===== src/rtl/lbrps_pkg.sv =====
// Package for the log-binned radial power spectrum block.
// Holds the fixed grid and bin constants, the bin edge table and the shared types.
// No dependencies.
`timescale 1ns / 1ps
`default_nettype none

package lbrps_pkg;

	localparam int GRID_SIZE  = 1024;
	localparam int NUM_BINS   = 20;
	localparam int BIN_W      = 5;
	localparam int IDX_W      = 10;
	localparam int R2_W       = 20;
	localparam int CNT_W      = 20;
	localparam int PWR_W      = 64;
	localparam int RSUM_W     = 40;
	localparam int RAD_W      = 18;
	localparam int SQRT_STEPS = 18;
	localparam int DIV_STEPS  = 64;

	localparam logic [CNT_W-1:0] COUNT_MAX = {CNT_W{1'b1}};

	typedef struct packed {
		logic              acc;
		logic [BIN_W-1:0]  bin;
		logic [PWR_W-1:0]  power;
		logic [RAD_W-1:0]  radius;
		logic              fin;
	} q_entry_t;

	typedef enum logic [1:0] {F_IDLE, F_CALC, F_PUSH} front_state_t;
	typedef enum logic [1:0] {B_IDLE, B_LOAD, B_DIV, B_OUT} back_state_t;

	// Lower squared-radius edge of each bin: smallest t with t^20 * 2^k >= 1024^(2k).
	function automatic logic [R2_W-1:0] edge_r2(input logic [BIN_W-1:0] k);
		logic [R2_W-1:0] e;
		case (k)
			5'd1:    e = 20'd2;
			5'd2:    e = 20'd4;
			5'd3:    e = 20'd8;
			5'd4:    e = 20'd14;
			5'd5:    e = 20'd27;
			5'd6:    e = 20'd52;
			5'd7:    e = 20'd101;
			5'd8:    e = 20'd195;
			5'd9:    e = 20'd375;
			5'd10:   e = 20'd725;
			5'd11:   e = 20'd1399;
			5'd12:   e = 20'd2703;
			5'd13:   e = 20'd5221;
			5'd14:   e = 20'd10086;
			5'd15:   e = 20'd19484;
			5'd16:   e = 20'd37641;
			5'd17:   e = 20'd72717;
			5'd18:   e = 20'd140480;
			5'd19:   e = 20'd271389;
			default: e = '0;
		endcase
		return e;
	endfunction

endpackage

`default_nettype wire


===== src/rtl/lbrps_fifo.sv =====
// Four-entry word queue between the front end and the accumulator.
// Uses lbrps_pkg for the entry type.
`timescale 1ns / 1ps
`default_nettype none

module lbrps_fifo (
	input  wire logic                clk,
	input  wire logic                arst_n,
	input  wire logic                push,
	input  wire lbrps_pkg::q_entry_t push_data,
	output logic                     full,
	input  wire logic                pop,
	output lbrps_pkg::q_entry_t      head,
	output logic                     empty
);

	lbrps_pkg::q_entry_t mem_q [4];
	logic [1:0]          wr_q, rd_q;
	logic [2:0]          cnt_q;

	assign full  = cnt_q == 3'd4;
	assign empty = cnt_q == 3'd0;
	assign head  = mem_q[rd_q];

	always_ff @(posedge clk or negedge arst_n) begin
		if (!arst_n) begin
			wr_q  <= '0;
			rd_q  <= '0;
			cnt_q <= '0;
		end else begin
			if (push) wr_q <= wr_q + 2'd1;
			if (pop)  rd_q <= rd_q + 2'd1;
			cnt_q <= cnt_q + {2'd0, push} - {2'd0, pop};
		end
	end

	always_ff @(posedge clk) begin
		if (push) mem_q[wr_q] <= push_data;
	end

endmodule

`default_nettype wire


===== config.mk =====
export PLATFORM = sky130hd
export DESIGN_NAME = lbrps_fifo
export DESIGN_NICKNAME = d
export VERILOG_FILES = /design/src/rtl/lbrps_pkg.sv /design/src/rtl/lbrps_fifo.sv
export SDC_FILE = /design/constraint.sdc
export NUM_CORES = 1
export LEC_CHECK = 0
export BUFFER_PORTS_ARGS = -buffer_cell sky130_fd_sc_hd__clkbuf_2
export CAP_MARGIN = 15
export CORE_AREA = 4 4 161 163
export CTS_CLUSTER_SIZE = 16
export DETAILED_ROUTE_END_ITERATION = 10
export DIE_AREA = 0 0 165 167
export GPL_ROUTABILITY_DRIVEN = 0
export PLACE_DENSITY = 0.79
export SYNTH_ARGS = -nofsm -noshare
export SYNTH_HDL_FRONTEND = slang
export SYNTH_SLANG_ARGS = --single-unit

===== constraint.sdc =====
create_clock -name clk -period 3.5 [get_ports clk]
set_input_delay 0.35 -clock clk [delete_from_list [all_inputs] [get_ports clk]]
set_output_delay 0.35 -clock clk [all_outputs]
set_load 0.05 [all_outputs]

==> reports/metrics.sh, run 1 <==
STATUS='finished, final reports clean'
CORE_AREA_UM2=24300
DRTITER0DRC=609
FIRST_PASS_ITERS=5
POSTLAYOUTCOREUTIL_PCT=64.4
CTS_TREE='done'
POST-ROUTE-WORST-SETUP-SLACK_PS=764
CLOCK-SINKS=363
CLOCK_BUFFER_COUNT_FROM_CTS=36
DIEAREA_UM2=27600
MULTI_INPUT_COMB_AREA_UM2=2200
DIE_X_EXTENT_UM=165
WORST_CLOCK_SKEW_PS=9.83
REQUIRED_PS=3150
SYNTH_MOST_COMMON_CELL='sky130_fd_sc_hd__edfxtp_1'
TIMING.HOLD.WS_PS=69.3
AREA.SEQUENTIAL_UM2=10900
VIASPERCELL=5.65
SYN_AREA_PER_CELL_UM2=26.7
POSTSYNTH.TOPFLOPCELL='sky130_fd_sc_hd__edfxtp_1'
ASYNC_FLOP_SHARE_PCT=1.93
SLOWEST_STAGE='sky130_fd_sc_hd__dfrtp_4'
SYNTH_SEQ_CELLS=363
CTS-ROOT-TO-SINK-BUFFERS=3
SYNTH_COMMONEST_CELLS='sky130_fd_sc_hd__edfxtp_1 (356), sky130_fd_sc_hd__mux4_2 (89), sky130_fd_sc_hd__buf_12 (9), sky130_fd_sc_hd__buf_2 (9), sky130_fd_sc_hd__dfrtp_1 (7)'
DRV.MAX_CAP_VIOLATION_COUNT=0
CELLLEAKAGEPOWER_nW=5.41
HOLD_VIOL=0
POST_CTS_BUFFERS=0
CRIT_TYPE='reg2out'
NETLIST.AREA_LEADER.SHARE_PCT=80.3
SLOWEST_DELAY_PS=920
CTS_ROOT_BUFFER='sky130_fd_sc_hd__clkbuf_16'
TIMING.CRITICAL_PATH.ARRIVAL_PS=2390
FINAL_ANTENNA_NET_COUNT=0
GRT.OVERFLOW.TOTAL=0
DRIVE_ABOVE_1_SHARE_PCT=45.5
WORST_IR_DROP_VDD_mV=0.692
SYNTH_CELLS=499
GLOBAL_ROUTE.USAGE.TOTAL_PCT=18.0
POST_SYNTH_NUM_CELL_TYPES=17
TIMING.CRITICAL_PATH.FROM_TYPE='flop'
MAX_CLOCK_FREQ_MHz=366
PRE_CTS_WS_PS=1250
CRITICAL_PATH.N_BUFFERS_INVERTERS=2
TOTALNEGATIVESETUPSLACK_PS=0
POSTROUTEWIRELENGTH_UM=24400
ANTENNA_CELLS=0
WORST_SLEW_MARGIN_REL_PCT=50.0
CRIT_FANOUT=47
MIN-DELAY-PATH-CLASS='in2reg'
PLACE_AREA_UM2=14600
SYNTH_NETS=599
DRC=0
WORSTSETUPENDPOINTTYPE='output port'
INITIAL_UTILIZATION_PCT=54.8
WORST_SLEW_PIN_SLEW_PS=750
POST_SYNTH_MAIN_AREA_CONTRIBUTORS='sky130_fd_sc_hd__edfxtp_1 (80%), sky130_fd_sc_hd__mux4_2 (15%), sky130_fd_sc_hd__buf_12 (1.4%)'
DESIGN.PORTCOUNT=184
ROUTE.DETAILED.WL_PER_INST_UM=23.1
SETUP_VIOL=0
DRV_SLEW=0
DESIGN_AREA_UM2=15700
YOSYSSEQAREASHARE_PCT=81.6
WIRE_LENGTH_OF_THE_FIRST_GLOBAL_ROUTING_PASS_UM=37900
PLACE.DETAILED.HPWL_UM=14900
PORT-BUFFER-COUNT=183
CRITICAL_PATH.TOP_DELAY_FAMILY='flip-flops'
LAYOUT_OVERHEAD_ON_THE_SYNTHESIZED_AREA_PCT=17.6
UNREPAIRED_SETUP_ENDPOINTS_AFTER_GLOBAL_ROUTING='no'
PLACEMENT_ROWS=57
SYNTHESIS.YOSYS.WARNINGS=0
GRT_ANTENNA_BEFORE_REPAIR=2
POST_CTS.RESIZED_INSTANCES=0
CTS_HTREE_LEVELS=2
POWER_DENSITY_NORMALIZED_TO_CELL_AREA_nW_PER_UM2=978
LAYOUT_MIN_CYCLE_TIME_PS=2740
PATH_CLK_SLEW_PS=60
FINALCRITPERIODSHARE_PCT=78.2
FILL_CELLS=1609
TIMING.CRITICAL_PATH.CELLS='buf_4 -> mux4_2 -> clkbuf_2'
NUMBER_OF_GLOBAL_ROUTE_VIAS_BEFORE_REPAIR=6646
NETS=809
SYNTH.CELL_AREA_UM2=13300
DIE_HEIGHT_UM=167
ROUTE.VIAS.TOTAL=5974
CLOCK_LATENCY_PS=500
POST-SYNTH-TOP-AREA-CELL='sky130_fd_sc_hd__edfxtp_1'
LARGEST_NET_DEGREE_AT_THE_START_OF_GLOBAL_ROUTING=53
EDFF_COUNT_SYNTH=356
==> final cells by class <==
type	count	area share (%)
clock buffers	51	6.44
clock inverters	12	0.535
inverters	6	0.144
multi-input cells	110	14.1
flip-flops and latches	363	69.4
well taps	324	2.59
repair buffers	192	6.85
==> repair_timing <==
| action | CTS | global route |
|---|---|---|
| hold endpoints to repair | 7 | 0 |
| setup endpoints to repair | 0 | 0 |
| hold buffers | 1 | 0 |
==> sequential cells by signal (all words and copies together), names as in the netlist <==
| name | cells |
|---|---|
| rd_q | 2 |
| wr_q | 2 |
| cnt_q | 3 |
| mem_q | 356 |
==> final timing paths <==
path	from	endpoint	slack, ps	cells after the start
setup / recovery	rd_q[1]$_DFFE_PN0P_	head[4]	760	3
hold / removal	push_data[15]	mem_q[2][15]$_DFFE_PP_	70	1
setup reg to reg	wr_q[0]$_DFFE_PN0P_	mem_q[2][76]$_DFFE_PP_	1470	4
hold reg to reg	wr_q[0]$_DFFE_PN0P_	wr_q[0]$_DFFE_PN0P_	550	1
max in group asynchronous	arst_n	rd_q[1]$_DFFE_PN0P_	3060	2
min in group asynchronous	arst_n	cnt_q[0]$_DFF_PN0_	250	2
==> placed cells by master, fill, tap and decap left out, drive strengths merged, types with 2 or more instances in the layout <==
master	count
edfxtp	356
inv	6
buf	8
and2	4
ha	6
nand2	2
xnor2	3
dfrtp	7
clkbuf	234
mux4	89
clkinv	11
xor2	2
==> where the power goes <==
part           leakage, nW  internal [W]  total [W]  switching (W)
sequential            3.35       0.00569    0.00601       0.000323
clock                0.538       0.00208    0.00355        0.00148
combinational         1.53       0.00172    0.00576        0.00404
==> cells by family (layout without fill, tap and decap cells) <==
logic type	Yosys count	after routing	share of synthesized area, %
flops	363	363	81.6
simple gates	8	8	0.329
xor+xnor	5	5	0.329
fa+ha+maj	7	7	0.714
mux	89	89	15.0
buf+inv	26	261	1.97
compound gates	1	1	0.0375
==> stage by stage <==
step	power (W)	std cells
after floorplan	0.0108	499
after global placement	0.0118	994
after detailed placement	0.0120	994
after CTS	0.0155	1058
after global routing	0.0160	1058
final	0.0153	1058
==> routing by layer <==
| layer | up-vias | global-route usage, % | share of wire, % |
|---|---|---|---|
| met5 | - | 0 | 0.11 |
| met4 | 4 | 4.30 | 1.9 |
| met3 | 43 | 5.14 | 8.2 |
| met2 | 243 | 30.6 | 51 |
| met1 | 3118 | 23.1 | 38 |
| li1 | 2566 | - | - |
No activity file was read; power rests on OpenSTA's default activity.
==> inputs of run 2 (changes only) <==
==> constraint.sdc (replaced) <==
create_clock -name clk -period 2.55 [get_ports clk]
set_input_delay 0.255 -clock clk [delete_from_list [all_inputs] [get_ports clk]]
set_output_delay 0.255 -clock clk [all_outputs]
set_load 0.05 [all_outputs]
==> reports/metrics.sh, run 2 (synthesis gave the netlist of run 1 again) <==
POWER_DENSITY_NORMALIZED_TO_CELL_AREA_nW_PER_UM2=1280
NETS=912
CLOCK_LATENCY_PS=500
CORE_AREA_UM2=24300
GLOBAL_ROUTE.USAGE.TOTAL_PCT=19.1
WORST_CLOCK_SKEW_PS=14.1
PLACEMENT_ROWS=57
REG2REG_DEPTH=4
ROUTE.DETAILED.WL_PER_INST_UM=22.1
NUMBER_OF_GLOBAL_ROUTE_VIAS_BEFORE_REPAIR=7024
LARGEST_REG_FLOPS=356
POSTROUTEWIRELENGTH_UM=25700
DIEAREA_UM2=27600
PLACE.DETAILED.HPWL_UM=15900
MIN-DELAY-PATH-CLASS='in2reg'
ROUTE.VIAS.TOTAL=6292
LARGEST_NET_DEGREE_AT_THE_START_OF_GLOBAL_ROUTING=47
WORST_SLEW_PIN_SLEW_PS=642
MET2_WIRELENGTH_UM=13900
FIRST_PASS_ITERS=4
STATUS='finished, final reports clean'
CLOCK-SINKS=363
ROUTE.LAYER.MET1.WL_UM=10000
HOLD_PATH_END='wr_q[0]$_DFFE_PN0P_'
FINALCRITPERIODSHARE_PCT=97.0
WIRE_LENGTH_OF_THE_FIRST_GLOBAL_ROUTING_PASS_UM=40200
WORSTSETUPENDPOINTTYPE='output port'
TOTALNEGATIVESETUPSLACK_PS=0
LAYOUT_MIN_CYCLE_TIME_PS=2470
R2R-START='wr_q[0]$_DFFE_PN0P_'
CTS-ROOT-TO-SINK-BUFFERS=3
UNREPAIRED_SETUP_ENDPOINTS_AFTER_GLOBAL_ROUTING='no'
REQUIRED_PS=2300
POST_CTS.RESIZED_INSTANCES=0
CTS_ROOT_BUFFER='sky130_fd_sc_hd__clkbuf_16'
DRC=0
PATH_CLK_SLEW_PS=60
GRT.OVERFLOW.TOTAL=0
AREA.SEQUENTIAL_UM2=10900
WORST_SLEW_MARGIN_REL_PCT=57.2
MIN-DELAY-START='push'
DIE_X_EXTENT_UM=165
MIN_DELAY_PATH_DEPTH=2
DRV.MAX_CAP_VIOLATION_COUNT=0
CRIT_TYPE='reg2out'
INITIAL_UTILIZATION_PCT=54.8
TIMING.CRITICAL_PATH.FROM_TYPE='flop'
DR_WL_MET3_UM=1020
DESIGN_AREA_UM2=16700
WORST_IR_DROP_VDD_mV=1.15
LARGEST_REGISTERS='mem_q (356), cnt_q (3)'
DESIGN.PORTCOUNT=184
R2R_END='mem_q[0][73]$_DFFE_PP_'
FINAL_CELL_MIX='sky130_fd_sc_hd__edfxtp_1 (356), sky130_fd_sc_hd__clkbuf_2 (183), sky130_fd_sc_hd__dlygate4sd3_1 (91), sky130_fd_sc_hd__mux4_2 (89), sky130_fd_sc_hd__clkbuf_16 (37)'
FILL_CELLS=1473
CRIT_FANOUT=28
DIE_HEIGHT_UM=167
ANTENNA_CELLS=0
FINAL_COMMON_CELL='sky130_fd_sc_hd__edfxtp_1'
SLACK_OF_THE_WORST_REG_TO_REG_PATH_PS=650
VIASPERCELL=5.41
TIMING.CRITICAL_PATH.ARRIVAL_PS=2220
CELLLEAKAGEPOWER_nW=5.85
DRTITER0DRC=431
MULTI_INPUT_COMB_AREA_UM2=2200
LARGEST-REGISTER='mem_q'
MAX_CLOCK_FREQ_MHz=404
GRT_ANTENNA_BEFORE_REPAIR=0
CTS_TREE='done'
CTS_HTREE_LEVELS=2
PORT-BUFFER-COUNT=183
ROUTED.TOP_LAYER='met4'
DRIVE_ABOVE_1_SHARE_PCT=41.5
LAYOUT_OVERHEAD_ON_THE_SYNTHESIZED_AREA_PCT=25.2
FINAL_ANTENNA_NET_COUNT=0
PLACE_AREA_UM2=14700
HOLD_VIOL=0
SETUP_VIOL=0
CLOCK_BUFFER_COUNT_FROM_CTS=36
DRV_SLEW=0
## run 2: power by group
group	switching, W	total (W)	internal, W
logic	0.00569	0.00824	0.00255
registers	0.000393	0.00820	0.00781
clock network	0.00205	0.00483	0.00278
## run 2: how the worst max path moves through the flow
stage / slack (ps) / to / cells past startpoint / startpoint
after floorplan: 390 / mem_q[0][0]$_DFFE_PP_ / 3 / wr_q[0]$_DFFE_PN0P_
after global placement: 640 / head[88] / 3 / rd_q[1]$_DFFE_PN0P_
after detailed placement: 630 / head[51] / 3 / rd_q[1]$_DFFE_PN0P_
after CTS: 70 / head[51] / 3 / rd_q[1]$_DFFE_PN0P_
after global routing: 20 / head[71] / 3 / rd_q[1]$_DFFE_PN0P_
final: 80 / head[73] / 3 / rd_q[1]$_DFFE_PN0P_
## run 2: final cells by class
type                            instances  area share (%)
Tap cell                              324            2.43
Timing Repair Buffer                  295            12.5
Sequential cell                       363            65.2
Inverter                                6           0.135
Multi-Input combinational cell        110            13.2
Clock inverter                         17           0.743
Clock buffer                           47            5.78
## run 2: timing repair
action | in CTS | in global routing
buffers inserted | 0 | 0
hold endpoints to repair | 364 | 0
hold buffers | 91 | 0
## run 2: layer usage
| layer | global-route usage [%] | up-vias |
|---|---|---|
| li1 | - | 2773 |
| met1 | 25.0 | 3307 |
| met2 | 33.1 | 168 |
| met3 | 3.06 | 44 |
| met4 | 6.15 | 0 |
| met5 | 0 | - |
## run 2: through the flow
stage / total power [W] / hold slack [ps] / worst slack [ps] / utilization (%) / instances
after floorplan: 0.0148 / -40.6 / 388 / - / 499
after detailed placement: 0.0166 / 99.5 / 629 / 60.3 / 1007
after CTS: 0.0215 / 30.3 / 68.5 / 68.6 / 1162
after global placement: 0.0163 / 91.2 / 636 / 60.3 / 1007
final: 0.0213 / 61.2 / 76.5 / 68.6 / 1162
after global routing: 0.0222 / 72.5 / 22.6 / 68.6 / 1162
## run 2: worst max-delay path, stage by stage (launching register included)
cell,delay [ps]
sky130_fd_sc_hd__dfrtp_4,760
sky130_fd_sc_hd__buf_4,300
sky130_fd_sc_hd__mux4_2,370
sky130_fd_sc_hd__clkbuf_2,270
